[src/rtl/fcb_pkg.sv]
package fcb_pkg;

  localparam int FCB_LEN   = 12;
  localparam int NAME_LAST = 8;
  localparam int EXT_FIRST = 9;
  localparam int EXT_LAST  = 11;

  localparam int QDEPTH = 4;
  localparam int QAW    = $clog2(QDEPTH);

  typedef logic [3:0] fcb_idx_t;
  typedef logic [7:0] byte_t;

  localparam byte_t CH_NUL   = 8'h00;
  localparam byte_t CH_SPACE = 8'h20;
  localparam byte_t CH_STAR  = 8'h2A;
  localparam byte_t CH_DOT   = 8'h2E;
  localparam byte_t CH_COLON = 8'h3A;
  localparam byte_t CH_QMARK = 8'h3F;
  localparam byte_t CH_UC_A  = 8'h41;
  localparam byte_t CH_UC_P  = 8'h50;
  localparam byte_t CH_LC_A  = 8'h61;
  localparam byte_t CH_LC_P  = 8'h70;
  localparam byte_t CH_LC_Z  = 8'h7A;
  localparam byte_t CASE_GAP = 8'h20;

  localparam fcb_idx_t IDX_DRIVE = 4'd0;
  localparam fcb_idx_t IDX_LAST  = 4'(EXT_LAST);

  // One queued command: up to two single-byte writes, a '?' fill mask,
  // and an optional emit that snapshots the block after the writes.
  typedef struct packed {
    logic               emit;
    logic [FCB_LEN-1:0] fill;
    logic               wr0_en;
    fcb_idx_t           wr0_idx;
    byte_t              wr0_data;
    logic               wr1_en;
    fcb_idx_t           wr1_idx;
    byte_t              wr1_data;
  } fcb_op_t;

  function automatic byte_t upcase(byte_t c);
    return (c >= CH_LC_A && c <= CH_LC_Z) ? byte_t'(c - CASE_GAP) : c;
  endfunction

endpackage

[src/rtl/fcb_ifs.sv]
interface fcb_in_if (input logic clk);
  logic       valid;
  logic       ready;
  logic [7:0] character;

  modport source (output valid, output character, input ready);
  modport sink   (input valid, input character, output ready);
endinterface

interface fcb_out_if (input logic clk);
  logic       valid;
  logic       ready;
  logic [3:0] fcb_index;
  logic [7:0] fcb_byte;
  logic       last_byte;

  modport source (output valid, output fcb_index, output fcb_byte, output last_byte,
                  input ready);
  modport sink   (input valid, input fcb_index, input fcb_byte, input last_byte,
                  output ready);
endinterface

[src/rtl/fcb_front.sv]
module fcb_front (
  input  logic           clk,
  input  logic           rst_n,
  fcb_in_if.sink         in_ch,
  input  logic           q_full,
  output logic           q_push,
  output fcb_pkg::fcb_op_t q_op
);

  typedef enum logic [4:0] {
    PH_FIRST  = 5'b00001,
    PH_SECOND = 5'b00010,
    PH_NAME   = 5'b00100,
    PH_EXT    = 5'b01000,
    PH_DONE   = 5'b10000
  } phase_t;

  typedef struct packed {
    phase_t                      ph;
    fcb_pkg::fcb_idx_t           pos;
    logic                        wr;
    fcb_pkg::fcb_idx_t           idx;
    fcb_pkg::byte_t              data;
    logic [fcb_pkg::FCB_LEN-1:0] fill;
  } body_t;

  function automatic logic [fcb_pkg::FCB_LEN-1:0] span(fcb_pkg::fcb_idx_t lo,
                                                       fcb_pkg::fcb_idx_t hi);
    logic [fcb_pkg::FCB_LEN-1:0] m;
    for (int i = 0; i < fcb_pkg::FCB_LEN; i++) begin
      m[i] = (4'(i) >= lo) && (4'(i) <= hi);
    end
    return m;
  endfunction

  // One body character in the name, extension or done phase.
  function automatic body_t feed_body(phase_t ph, fcb_pkg::fcb_idx_t pos,
                                      fcb_pkg::byte_t c);
    body_t r;
    r.ph   = ph;
    r.pos  = pos;
    r.wr   = 1'b0;
    r.idx  = pos;
    r.data = fcb_pkg::upcase(c);
    r.fill = '0;
    case (ph)
      PH_NAME: begin
        if (c == fcb_pkg::CH_DOT) begin
          r.ph  = PH_EXT;
          r.pos = 4'(fcb_pkg::EXT_FIRST);
        end else if (c == fcb_pkg::CH_SPACE) begin
          r.ph = PH_DONE;
        end else if (pos >= 4'd1 && pos <= 4'(fcb_pkg::NAME_LAST)) begin
          if (c == fcb_pkg::CH_STAR) begin
            r.fill = span(pos, 4'(fcb_pkg::NAME_LAST));
            r.pos  = 4'(fcb_pkg::EXT_FIRST);
          end else begin
            r.wr  = 1'b1;
            r.pos = pos + 4'd1;
          end
        end
      end
      PH_EXT: begin
        if (c == fcb_pkg::CH_SPACE || pos < 4'(fcb_pkg::EXT_FIRST) ||
            pos > 4'(fcb_pkg::EXT_LAST)) begin
          r.ph = PH_DONE;
        end else if (c == fcb_pkg::CH_STAR) begin
          r.fill = span(pos, 4'(fcb_pkg::EXT_LAST));
          r.pos  = 4'(fcb_pkg::EXT_LAST + 1);
          r.ph   = PH_DONE;
        end else begin
          r.wr  = 1'b1;
          r.pos = pos + 4'd1;
          if (pos == 4'(fcb_pkg::EXT_LAST)) begin
            r.ph = PH_DONE;
          end
        end
      end
      default: ;
    endcase
    return r;
  endfunction

  phase_t            ph_r, ph_nxt;
  fcb_pkg::byte_t    held_r, held_nxt;
  fcb_pkg::fcb_idx_t pos_r, pos_nxt;
  fcb_pkg::byte_t    c;
  logic              xfer;
  body_t             b0, b1;
  phase_t            b1_ph;
  fcb_pkg::fcb_idx_t b1_pos;
  fcb_pkg::fcb_op_t  op;

  assign c           = in_ch.character;
  assign in_ch.ready = !q_full;
  assign xfer        = in_ch.valid && !q_full;

  // unless a colon follows, the held character is replayed as the first name character
  assign b0     = feed_body(PH_NAME, 4'd1, held_r);
  assign b1_ph  = (ph_r == PH_SECOND) ? b0.ph  : ph_r;
  assign b1_pos = (ph_r == PH_SECOND) ? b0.pos : pos_r;
  assign b1     = feed_body(b1_ph, b1_pos, c);

  always_comb begin
    op       = '0;
    ph_nxt   = ph_r;
    held_nxt = held_r;
    pos_nxt  = pos_r;
    case (ph_r)
      PH_FIRST: begin
        if (c != fcb_pkg::CH_NUL) begin
          held_nxt = c;
          ph_nxt   = PH_SECOND;
        end else begin
          op.emit = 1'b1;
        end
      end
      PH_SECOND: begin
        if (c == fcb_pkg::CH_COLON) begin
          ph_nxt      = PH_NAME;
          pos_nxt     = 4'd1;
          op.wr0_idx  = fcb_pkg::IDX_DRIVE;
          if (held_r >= fcb_pkg::CH_LC_A && held_r <= fcb_pkg::CH_LC_P) begin
            op.wr0_en   = 1'b1;
            op.wr0_data = held_r - fcb_pkg::CH_LC_A + 8'd1;
          end else if (held_r >= fcb_pkg::CH_UC_A && held_r <= fcb_pkg::CH_UC_P) begin
            op.wr0_en   = 1'b1;
            op.wr0_data = held_r - fcb_pkg::CH_UC_A + 8'd1;
          end
        end else begin
          op.wr0_en   = b0.wr;
          op.wr0_idx  = b0.idx;
          op.wr0_data = b0.data;
          op.fill     = b0.fill;
          ph_nxt      = b0.ph;
          pos_nxt     = b0.pos;
          if (c != fcb_pkg::CH_NUL) begin
            op.wr1_en   = b1.wr;
            op.wr1_idx  = b1.idx;
            op.wr1_data = b1.data;
            op.fill     = b0.fill | b1.fill;
            ph_nxt      = b1.ph;
            pos_nxt     = b1.pos;
          end else begin
            op.emit = 1'b1;
          end
        end
      end
      default: begin
        if (c != fcb_pkg::CH_NUL) begin
          op.wr1_en   = b1.wr;
          op.wr1_idx  = b1.idx;
          op.wr1_data = b1.data;
          op.fill     = b1.fill;
          ph_nxt      = b1.ph;
          pos_nxt     = b1.pos;
        end else begin
          op.emit = 1'b1;
        end
      end
    endcase
    if (op.emit) begin
      ph_nxt   = PH_FIRST;
      held_nxt = fcb_pkg::CH_NUL;
      pos_nxt  = 4'd1;
    end
  end

  assign q_op   = op;
  assign q_push = xfer && (op.emit || op.wr0_en || op.wr1_en || (op.fill != '0));

  always_ff @(posedge clk) begin
    if (!rst_n) begin
      ph_r   <= PH_FIRST;
      held_r <= fcb_pkg::CH_NUL;
      pos_r  <= 4'd1;
    end else if (xfer) begin
      ph_r   <= ph_nxt;
      held_r <= held_nxt;
      pos_r  <= pos_nxt;
    end
  end

endmodule

[src/rtl/fcb_queue.sv]
module fcb_queue (
  input  logic             clk,
  input  logic             rst_n,
  input  logic             push,
  input  fcb_pkg::fcb_op_t din,
  output logic             full,
  input  logic             pop,
  output fcb_pkg::fcb_op_t dout,
  output logic             empty
);

  fcb_pkg::fcb_op_t              mem_r [fcb_pkg::QDEPTH];
  logic [fcb_pkg::QAW-1:0]       wp_r, rp_r;
  logic [fcb_pkg::QAW:0]         cnt_r;

  assign full  = (cnt_r == (fcb_pkg::QAW+1)'(fcb_pkg::QDEPTH));
  assign empty = (cnt_r == '0);
  assign dout  = mem_r[rp_r];

  always_ff @(posedge clk) begin
    if (push) begin
      mem_r[wp_r] <= din;
    end
  end

  always_ff @(posedge clk) begin
    if (!rst_n) begin
      wp_r  <= '0;
      rp_r  <= '0;
      cnt_r <= '0;
    end else begin
      if (push) wp_r <= wp_r + 1'b1;
      if (pop)  rp_r <= rp_r + 1'b1;
      case ({push, pop})
        2'b10:   cnt_r <= cnt_r + 1'b1;
        2'b01:   cnt_r <= cnt_r - 1'b1;
        default: ;
      endcase
    end
  end

endmodule

[src/rtl/fcb_back.sv]
module fcb_back (
  input  logic             clk,
  input  logic             rst_n,
  input  fcb_pkg::fcb_op_t q_op,
  input  logic             q_empty,
  output logic             q_pop,
  fcb_out_if.source        out_ch
);

  fcb_pkg::byte_t    store_r [fcb_pkg::FCB_LEN];
  fcb_pkg::byte_t    obuf_r  [fcb_pkg::FCB_LEN];
  fcb_pkg::byte_t    merged  [fcb_pkg::FCB_LEN];
  fcb_pkg::fcb_idx_t cnt_r;
  logic              busy_r;
  logic              out_xfer, out_last;

  assign out_xfer = busy_r && out_ch.ready;
  assign out_last = (cnt_r == fcb_pkg::IDX_LAST);

  // an emit may load the buffer in the cycle its last byte goes out
  assign q_pop = !q_empty && (!q_op.emit || !busy_r || (out_xfer && out_last));

  always_comb begin
    for (int i = 0; i < fcb_pkg::FCB_LEN; i++) begin
      merged[i] = store_r[i];
      if (q_op.fill[i]) merged[i] = fcb_pkg::CH_QMARK;
      if (q_op.wr0_en && q_op.wr0_idx == 4'(i)) merged[i] = q_op.wr0_data;
      if (q_op.wr1_en && q_op.wr1_idx == 4'(i)) merged[i] = q_op.wr1_data;
    end
  end

  always_ff @(posedge clk) begin
    if (!rst_n) begin
      for (int i = 0; i < fcb_pkg::FCB_LEN; i++) begin
        store_r[i] <= (i == 0) ? fcb_pkg::CH_NUL : fcb_pkg::CH_SPACE;
      end
    end else if (q_pop) begin
      for (int i = 0; i < fcb_pkg::FCB_LEN; i++) begin
        if (q_op.emit) begin
          store_r[i] <= (i == 0) ? fcb_pkg::CH_NUL : fcb_pkg::CH_SPACE;
        end else begin
          store_r[i] <= merged[i];
        end
      end
    end
  end

  always_ff @(posedge clk) begin
    if (q_pop && q_op.emit) begin
      for (int i = 0; i < fcb_pkg::FCB_LEN; i++) begin
        obuf_r[i] <= merged[i];
      end
    end
  end

  always_ff @(posedge clk) begin
    if (!rst_n) begin
      busy_r <= 1'b0;
      cnt_r  <= '0;
    end else begin
      if (q_pop && q_op.emit) begin
        busy_r <= 1'b1;
        cnt_r  <= fcb_pkg::IDX_DRIVE;
      end else if (out_xfer) begin
        if (out_last) begin
          busy_r <= 1'b0;
        end else begin
          cnt_r <= cnt_r + 4'd1;
        end
      end
    end
  end

  assign out_ch.valid     = busy_r;
  assign out_ch.fcb_index = cnt_r;
  assign out_ch.fcb_byte  = obuf_r[cnt_r];
  assign out_ch.last_byte = out_last;

endmodule

[src/rtl/fcb_filename_parser.sv]
// Throughput: one character accepted per cycle; the end marker yields 12 bytes, one per
//   cycle while out_ch is ready, from a 12-byte output buffer while the next string is
//   parsed. Byte 0 valid once the marker's command passes the queue to a free buffer.
// Input stalls only when the 4-entry command queue is full behind a draining buffer.
// Reset (rst_n low, synchronous): parser awaits a first character, block holds
//   drive 0 and eleven spaces, queue and output buffer empty.
module fcb_filename_parser (
  input  logic      clk,
  input  logic      rst_n,
  fcb_in_if.sink    in_ch,
  fcb_out_if.source out_ch
);

  fcb_pkg::fcb_op_t push_op, pop_op;
  logic             push, pop, full, empty;

  fcb_front u_front (
    .clk    (clk),
    .rst_n  (rst_n),
    .in_ch  (in_ch),
    .q_full (full),
    .q_push (push),
    .q_op   (push_op)
  );

  fcb_queue u_queue (
    .clk   (clk),
    .rst_n (rst_n),
    .push  (push),
    .din   (push_op),
    .full  (full),
    .pop   (pop),
    .dout  (pop_op),
    .empty (empty)
  );

  fcb_back u_back (
    .clk     (clk),
    .rst_n   (rst_n),
    .q_op    (pop_op),
    .q_empty (empty),
    .q_pop   (pop),
    .out_ch  (out_ch)
  );

endmodule

[src/flat_wrapper.sv]
// flat-port wrapper written by rule: the top's interface ports become plain ports
module fcb_filename_parser_flat 
  (clk, rst_n, in_ch_valid, in_ch_character, in_ch_ready, out_ch_valid, out_ch_fcb_index, out_ch_fcb_byte, out_ch_last_byte, out_ch_ready);
  fcb_in_if in_ch_i (.clk(clk));
  fcb_out_if out_ch_i (.clk(clk));
  input  logic clk;
  input  logic rst_n;
  input wire logic [$bits(in_ch_i.valid)-1:0] in_ch_valid;
  input wire logic [$bits(in_ch_i.character)-1:0] in_ch_character;
  output wire logic [$bits(in_ch_i.ready)-1:0] in_ch_ready;
  output wire logic [$bits(out_ch_i.valid)-1:0] out_ch_valid;
  output wire logic [$bits(out_ch_i.fcb_index)-1:0] out_ch_fcb_index;
  output wire logic [$bits(out_ch_i.fcb_byte)-1:0] out_ch_fcb_byte;
  output wire logic [$bits(out_ch_i.last_byte)-1:0] out_ch_last_byte;
  input wire logic [$bits(out_ch_i.ready)-1:0] out_ch_ready;
  assign in_ch_i.valid = in_ch_valid;
  assign in_ch_i.character = in_ch_character;
  assign in_ch_ready = in_ch_i.ready;
  assign out_ch_valid = out_ch_i.valid;
  assign out_ch_fcb_index = out_ch_i.fcb_index;
  assign out_ch_fcb_byte = out_ch_i.fcb_byte;
  assign out_ch_last_byte = out_ch_i.last_byte;
  assign out_ch_i.ready = out_ch_ready;
  fcb_filename_parser u_core (.clk(clk), .rst_n(rst_n), .in_ch(in_ch_i), .out_ch(out_ch_i));
endmodule
[config.mk]
export PLATFORM = sky130hd
export DESIGN_NAME = fcb_filename_parser_flat
export DESIGN_NICKNAME = d
export VERILOG_FILES = /design/src/rtl/fcb_pkg.sv /design/src/rtl/fcb_ifs.sv /design/src/rtl/fcb_front.sv /design/src/rtl/fcb_queue.sv /design/src/rtl/fcb_back.sv /design/src/rtl/fcb_filename_parser.sv /design/src/flat_wrapper.sv
export SDC_FILE = /design/constraint.sdc
export NUM_CORES = 1
export LEC_CHECK = 0
export BUFFER_PORTS_ARGS = -buffer_cell sky130_fd_sc_hd__buf_2
export CORE_MARGIN = 2
export CORE_UTILIZATION = 60
export DETAILED_ROUTE_END_ITERATION = 16
export GPL_TIMING_DRIVEN = 0
export PLACE_DENSITY = 0.83
export SYNTH_ARGS = -nofsm -noshare
export SYNTH_HDL_FRONTEND = slang
export SYNTH_HIERARCHICAL = 1
export SYNTH_SLANG_ARGS = --single-unit
[constraint.sdc]
create_clock -name clk -period 6.6 [get_ports clk]
set_input_delay 0.66 -clock clk [delete_from_list [all_inputs] [get_ports clk]]
set_output_delay 0.66 -clock clk [all_outputs]
set_load 0.05 [all_outputs]
==> summary.md, run 1 <==
| Metric | Value |
|---|---|
| Status | finished, final reports clean |
| Number of standard-cell rows in the floorplan | 64 |
| Residual antenna-violating net count after detailed routing | 0 |
| Final wirelength | 50,200 um |
| Max Clk Rate | 192 MHz |
| Antenna violations before repair | 0 |
| Nets | 1,608 |
| Top cells by area, synth | sky130_fd_sc_hd__edfxtp_1, sky130_fd_sc_hd__mux4_2, sky130_fd_sc_hd__nand2_1 |
| Final routed DRC violation total | 0 |
| Number of resized instances in the post-cts repair step | 0 |
| Post-CTS setup buffer count | 0 |
| Clock tree from TritonCTS | built |
| Antenna cell count | 0 |
| Max FO, Critical Path | 8 |
| Clock transition at the registers of the reported paths | 0.06 ns |
| Post-Syn Instances | 1,502 |
| Arrival time at the worst endpoint | 5.66 ns |
| Vias | 13,526 |
| Mean area per synthesized cell | 12.3 um2 |
| Reported leakage power | 6.72 nW |
| Hold buffer count at CTS | 0 |
| Least setup slack across all paths after layout | 1.39 ns |
| Kind of start point of the critical path | flop |
| Worst stage delay on the critical path | 0.55 ns |
| Placer Congestion | 0.981 |
| CTS Sinks | 383 |
| Max capacitance violation total | 0 |
| Portion of synthesized cell area occupied by the leading cell type | 56.4% |
| Post-synth ARST share | 0% |
| Number of failing setup endpoints in the final timing report | 0 |
| Largest net degree at the start of global routing | 64 |
| Required arrival time at the worst endpoint | 7.05 ns |
| Count of boundary I/O pins | 27 |
| Post-place instance area | 19,300 um2 |
| Dominant cell type by area after synthesis | sky130_fd_sc_hd__edfxtp_1 |
| Highest-count cells in the layout ignoring fill and taps | sky130_fd_sc_hd__edfxtp_1, sky130_fd_sc_hd__nand2_1, sky130_fd_sc_hd__a21oi_1, sky130_fd_sc_hd__nor2_1, sky130_fd_sc_hd__buf_2 |
| Final instance area | 20,700 um2 |
| Die Footprint | 32,300 um2 |
| Vias per cell | 6.74 |
| Post-route non-filler standard cell count | 2,008 |
| Most common cell after layout, fill and taps aside | sky130_fd_sc_hd__edfxtp_1 |
| Final Core Density | 67.8% |
| Distinct cell type count after synthesis | 92 |
| Worst hold slack across all endpoints | 0.437 ns |
| Hold crit path type | input pin to flop |
| Number of filler cells placed in the layout | 2,121 |
| Clk Latency, worst-skew pair | 0.53 ns |
| Maximum buffer depth of the clock tree | 3 |
| Overall die height | 180 um |
| Seq/Total Area, Yosys | 60.2% |
| First-pass GRT wire length | 76,600 um |
| Remaining global-route overflow | 0 |
| Share of cells above drive strength 1 | 15.0% |
| CP endpoint kind | flop |
| Post-synthesis instance area | 18,500 um2 |
| Area growth from synthesis to layout | 11.7% |
| Worst slew slack as a fraction of its limit | 40.3% |
| Ratio of total power to cell area | 403 nW/um2 |
| Number of global-route vias before repair | 13,005 |
| Initial Utilization | 60.7% |
| Yosys warning total | 6 |
| Slew at the pin closest to its max-slew limit | 0.893 ns |
| FF+latch count, synth | 383 |
| H-tree depth reported by CTS | 2 |
| Final Cycle Share | 79.0% |
| Master cell of the clock root buffer | sky130_fd_sc_hd__clkbuf_16 |
| WS Path Type | flop to flop |
| GRT Overall Usage | 30.7% |
| Flip-flop cell with the highest count after synthesis | sky130_fd_sc_hd__edfxtp_1 |
| Core Region | 30,500 um2 |
| Number of DRC markers in iteration 0 | 1,903 |
| Average routed wire per standard cell | 25.0 um |
| Number of placed instances, taps included | 1,933 |
| # port buffers | 26 |
| Total Power Consumption | 8.35 mW |
| Total clock buffers created by CTS | 41 |
| Post-layout min period | 5.21 ns |
| Dpl hpwl | 34,800 um |
| Slew Viols, Final | 0 |
| Clock skew after layout | 0.0175 ns |
| Total negative slack for setup checks | 0 ns |
| Worst setup slack before clock tree synthesis | 1.48 ns |
| Cell chain of the critical path | clkbuf_1, inv_1, ha_1, and3b_1, o21ai_0, nor2_1, a21oi_1, ha_1, nand3b_1, o21ai_0, o22a_1, nand3_1, a21oi_1, a31oi_1, a31oi_1, inv_1, ha_1, inv_1, fa_1, xor2_1, or3_1, a21boi_0 |
| Reg2Reg Setup Slack | 1.39 ns |
| Number of hold-slack violations in the final timing report | 0 |
| RSZ-0062 raised after global routing | no |
| First-pass detailed-route iteration total | 6 |
| Largest voltage drop on the vdd net | 0.250 mV |
| Width of the die | 180 um |
| Number of flops mapped to enable cells by yosys | 348 |
| Critical Path Slowest Stage Cell | sky130_fd_sc_hd__a31oi_1 |
power by group:
part	switching [mW]	internal [mW]	total [mW]	leakage [nW]
clock	0.919	1.41	2.33	0.664
sequential	0.151	3.28	3.43	3.47
combinational	1.79	0.810	2.60	2.59
total	2.86	5.49	8.35	6.72
state kept, by name (all words and copies together), names as in the netlist, named ones only:
name	flops
u_core/u_queue/mem_r	156
u_core/u_back/obuf_r	96
u_core/u_back/store_r	96
u_core/u_front/held_r	8
u_core/u_front/ph_r	5
u_core/u_back/out_ch.fcb_index	4
u_core/u_front/pos_r	4
u_core/u_queue/cnt_r	3
u_core/u_queue/rp_r	2
u_core/u_queue/wp_r	2
u_core/u_back/out_ch.valid	1
worst max-delay path, delay by kind of cell (launching register included):
kind,cells,cell delay (ns)
AOI/OAI and AO/OA,8,2.22
adders and majority gates,4,1.05
and+or+nand+nor,5,0.88
xor gates and xnor gates,1,0.08
DFF,1,0.30
buffers and inverters,4,0.62
layout make-up:
cell class,count,area [um2],area share (%)
buffer,87,493,2.38
timing repair buffer,33,278,1.34
clock inverter,22,238,1.15
clock buffer,53,1130,5.48
multi-input combinational,1008,6810,32.9
inverter,26,97.6,0.471
sequential,383,11200,53.9
tap,396,495,2.39
Yosys cell counts, drive strengths merged (19+ instances only):
master / n
a21oi: 80
a31oi: 24
and2: 54
buf: 54
clkbuf: 33
dfxtp: 35
edfxtp: 348
inv: 26
mux2i: 19
mux4: 47
nand2: 236
nand3: 51
nor2: 72
nor2b: 36
nor3: 37
o211ai: 39
o21ai: 57
o22ai: 20
o311ai: 27
layer usage:
layer  track usage, %  vias up  part of all wire (%)
li1                 -     5918                     -
met1             40.9     6519                    37
met2             50.2      910                    48
met3             4.68      179                   9.6
met4             14.5        0                   5.3
met5                0        -                     0
logic make-up after synthesis:
group / after synthesis / share of synthesized area (%)
AND/OR/NAND/NOR: 573 / 15.5
flip-flops: 383 / 60.2
AO/OA/AOI/OAI: 328 / 12.0
buffers and inverters: 113 / 3.19
multiplexers: 82 / 7.71
adder cells (fa/ha/maj): 16 / 1.12
XOR/XNOR: 6 / 0.284
other: 1 / 0.0202
worst paths after layout:
kind	startpoint	endpoint	cells after the start
max	u_core/u_front/held_r[7]	u_core/u_queue/cnt_r[2]	22
min	in_ch_character[3]	u_core/u_front/held_r[3]	3
max reg2reg	u_core/u_front/held_r[7]	u_core/u_queue/cnt_r[2]	22
min reg2reg	u_core/u_back/out_ch.fcb_index[1]	u_core/u_back/out_ch.fcb_index[1]	2
(Power assumes the default switching activity.)
==> inputs of run 2 (changes only) <==
==> constraint.sdc (replaced) <==
create_clock -name clk -period 5.4 [get_ports clk]
set_input_delay 0.54 -clock clk [delete_from_list [all_inputs] [get_ports clk]]
set_output_delay 0.54 -clock clk [all_outputs]
set_load 0.05 [all_outputs]
==> run 2 against run 1 <==
Net effect: final area shrank 0.77%; die area unchanged; non-clock buffer count unchanged; via count is 0.38% lower; wire length decreased by 0.16%; largest power group unchanged; clock power increased by 9.9%; combinational power grew 21%; highest routed layer unchanged; worst hold slack got worse by 0.12 ns; clock-buffer cell count is the same; flip-flop and latch count stayed put; global-route usage hardly changed.
==> summary.md, run 2 (synthesized netlist as in run 1, its figures left out) <==
| Metric | Value |
|---|---|
| Number of filler cells placed in the layout | 2,179 (+2.7%) |
| First-pass detailed-route iteration total | 6 (unchanged) |
| Global-route track usage on met1 | 40.2% (-0.68 points) |
| Total negative slack for setup checks | 0 ns (unchanged) |
| Reported leakage power | 6.63 nW (-1.3%) |
| Status | finished, final reports clean |
| Die Footprint | 32,300 um2 (unchanged) |
| Global-route met3 utilization | 5.27% (+0.59 points) |
| Number of placed instances, taps included | 1,933 (unchanged) |
| Number of standard-cell rows in the floorplan | 64 (unchanged) |
| Largest voltage drop on the vdd net | 0.269 mV (+7.3%) |
| Width of the die | 180 um (unchanged) |
| First-pass GRT wire length | 76,200 um (-0.41%) |
| Average routed wire per standard cell | 25.0 um (about the same) |
| Largest net degree at the start of global routing | 46 (-28%) |
| Final routed DRC violation total | 0 (unchanged) |
| Vias per cell | 6.72 (-0.18%) |
| Cell chain of the critical path | clkbuf_1, inv_1, ha_1, and3b_1, o21ai_0, nor2_1, o21bai_1, ha_1, nand3b_1, o21ai_0, o22a_1, nand3_1, a21oi_1, a31oi_1, a31oi_2, inv_1, ha_1, inv_1, fa_1, xor2_1, or3_1, a21boi_0 |
| Clk Latency, worst-skew pair | 0.54 ns (about the same) |
| Flip-flop count of the largest register, all copies and words added | 156 (unchanged) |
| Ratio of total power to cell area | 481 nW/um2 (+19%) |
| Max Clk Rate | 199 MHz (+3.8%) |
| Hold crit path type | input pin to flop |
| Master cell of the clock root buffer | sky130_fd_sc_hd__clkbuf_16 |
| Placer Congestion | 1.03 (+4.6%) |
| Nets | 1,607 (-0.062%) |
| Overall die height | 180 um (unchanged) |
| Antenna cell count | 0 (unchanged) |
| GRT Overall Usage | 30.7% (about the same) |
| Slew at the pin closest to its max-slew limit | 0.982 ns (+0.0891 ns) |
| Post-route non-filler standard cell count | 2,004 (-0.20%) |
| Total clock buffers created by CTS | 40 (-2.4%) |
| Arrival time at the worst endpoint | 5.48 ns (-0.18 ns) |
| Clock skew after layout | 0.0253 ns (+0.00780 ns) |
| Total area of sequential cells | 11,200 um2 (unchanged) |
| Critical Path Slowest Stage Cell | sky130_fd_sc_hd__a31oi_1 |
| Highest-count cells in the layout ignoring fill and taps | sky130_fd_sc_hd__edfxtp_1, sky130_fd_sc_hd__nand2_1, sky130_fd_sc_hd__a21oi_1, sky130_fd_sc_hd__nor2_1, sky130_fd_sc_hd__buf_2 |
| Maximum buffer depth of the clock tree | 3 (unchanged) |
| # port buffers | 26 (unchanged) |
| Post-layout min period | 5.02 ns (-0.191 ns) |
| Worst stage delay on the critical path | 0.41 ns (-0.14 ns) |
| Top Usage Layer GRT | met2 |
| GR Util met2 | 51.4% (+1.2 points) |
| CTS Sinks | 383 (unchanged) |
| Final Cycle Share | 93.0% (+14 points) |
| Kind of start point of the critical path | flop |
| Final Core Density | 67.3% (-0.52 points) |
| Count of boundary I/O pins | 27 (unchanged) |
| Final wirelength | 50,100 um (-0.16%) |
| Required arrival time at the worst endpoint | 5.85 ns (-1.20 ns) |
| Clock tree from TritonCTS | built |
| Registers with the most flip-flops | u_core/u_queue/mem_r x156, u_core/u_back/obuf_r x96, u_core/u_back/store_r x96 |
| Most common cell after layout, fill and taps aside | sky130_fd_sc_hd__edfxtp_1 |
| Worst slew slack as a fraction of its limit | 34.4% (-6.0 points) |
| Worst hold slack across all endpoints | 0.317 ns (-0.120 ns) |
| Remaining global-route overflow | 0 (unchanged) |
| Antenna violations before repair | 0 (unchanged) |
| Clock transition at the registers of the reported paths | 0.06 ns (about the same) |
| Core Region | 30,500 um2 (unchanged) |
| Max FO, Critical Path | 8 (unchanged) |
| Number of global-route vias before repair | 12,980 (-0.19%) |
| Largest register by flop count | u_core/u_queue/mem_r |
| WS Path Type | flop to flop |
| Initial Utilization | 60.7% (unchanged) |
| Area taken by multi-input logic gates | 6820 um2 (+0.15%) |
| RSZ-0062 raised after global routing | no |
| Slew Viols, Final | 0 (unchanged) |
| Vias | 13,475 (-0.38%) |
| Max capacitance violation total | 0 (unchanged) |
| H-tree depth reported by CTS | 2 (unchanged) |
| Post-place instance area | 19,300 um2 (unchanged) |
| Dpl hpwl | 35,100 um (+0.69%) |
| Residual antenna-violating net count after detailed routing | 0 (unchanged) |
| Number of failing setup endpoints in the final timing report | 0 (unchanged) |
| Number of hold-slack violations in the final timing report | 0 (unchanged) |
| Area growth from synthesis to layout | 10.9% |
| Share of cells above drive strength 1 | 14.9% (-0.15 points) |
| CP endpoint kind | flop |
| Final instance area | 20,500 um2 (-0.77%) |
| Number of DRC markers in iteration 0 | 1,791 (-5.9%) |
==> run 2: changes by cell type in the layout (fill, tap and decap cells not counted) <==
| cell | previous run | this run |
|---|---|---|
| sky130_fd_sc_hd__clkbuf_16 | 43 | 41 |
| sky130_fd_sc_hd__bufinv_16 | 5 | 1 |
| sky130_fd_sc_hd__clkinv_2 | 6 | 7 |
| sky130_fd_sc_hd__a31oi_1 | 24 | 23 |
| sky130_fd_sc_hd__clkinv_1 | 7 | 5 |
| sky130_fd_sc_hd__a31oi_2 | 0 | 1 |
| sky130_fd_sc_hd__a21oi_1 | 80 | 79 |
| sky130_fd_sc_hd__clkbuf_1 | 39 | 42 |
| sky130_fd_sc_hd__a21oi_2 | 0 | 1 |
| sky130_fd_sc_hd__clkbuf_8 | 2 | 1 |
| sky130_fd_sc_hd__inv_6 | 1 | 0 |
| sky130_fd_sc_hd__clkinvlp_4 | 3 | 5 |
==> run 2: where the power goes <==
group / total (mW) / internal (mW) / switching (mW)
logic: 3.15 / 0.989 / 2.16
registers: 4.17 / 4.00 / 0.169
clock network: 2.56 / 1.46 / 1.10
total: 9.88 / 6.45 / 3.43
==> run 2: area by class of cell <==
class,count,share of cell area [%]
clock inverters,18,0.591
repair buffers,33,1.35
inverters,26,0.475
well taps,396,2.41
flip-flops and latches,383,54.3
clock buffers,53,5.26
multi-input cells,1008,33.2
plain buffers,87,2.40
==> run 2: metrics by stage <==
stage,power (mW),setup slack (ns)
finish,9.88,0.376
global route,10.3,0.0576
CTS,9.82,0.249
detailed placement,7.27,0.309
global placement,7.18,-0.543
floorplan,6.28,0.716
==> run 2: worst max-delay path, delay by kind of cell, from the launching register on <==
kind,cells,cell delay (ns)
flops,1,0.30
fa+ha+maj,4,1.17
buf+inv,4,0.64
compound gates,8,1.80
simple gates,5,0.87
xor+xnor,1,0.16
==> run 2: path summary, 6_finish.rpt <==
check	start	to	slack, ns	cells after the start
setup / recovery	u_core/u_front/held_r[7]	u_core/u_queue/cnt_r[2]	0.38	22
hold / removal	in_ch_character[3]	u_core/u_front/held_r[3]	0.32	3
setup reg to reg	u_core/u_front/held_r[7]	u_core/u_queue/cnt_r[2]	0.38	22
hold reg to reg	u_core/u_queue/cnt_r[2]	u_core/u_queue/cnt_r[2]	0.51	2
==> run 2: metal layers <==
| metal | wire (um) | share of wire (%) |
|---|---|---|
| met1 | 18400 | 37 |
| met2 | 24600 | 49 |
| met3 | 4800 | 9.6 |
| met4 | 2250 | 4.5 |
| met5 | 0 | 0 |
==> run 2: repair_timing <==
item / CTS / global route
gates resized for setup: 0 / 2
setup buffers: 0 / 0
setup endpoints to repair: 0 / 87
hold buffers: 0 / 0
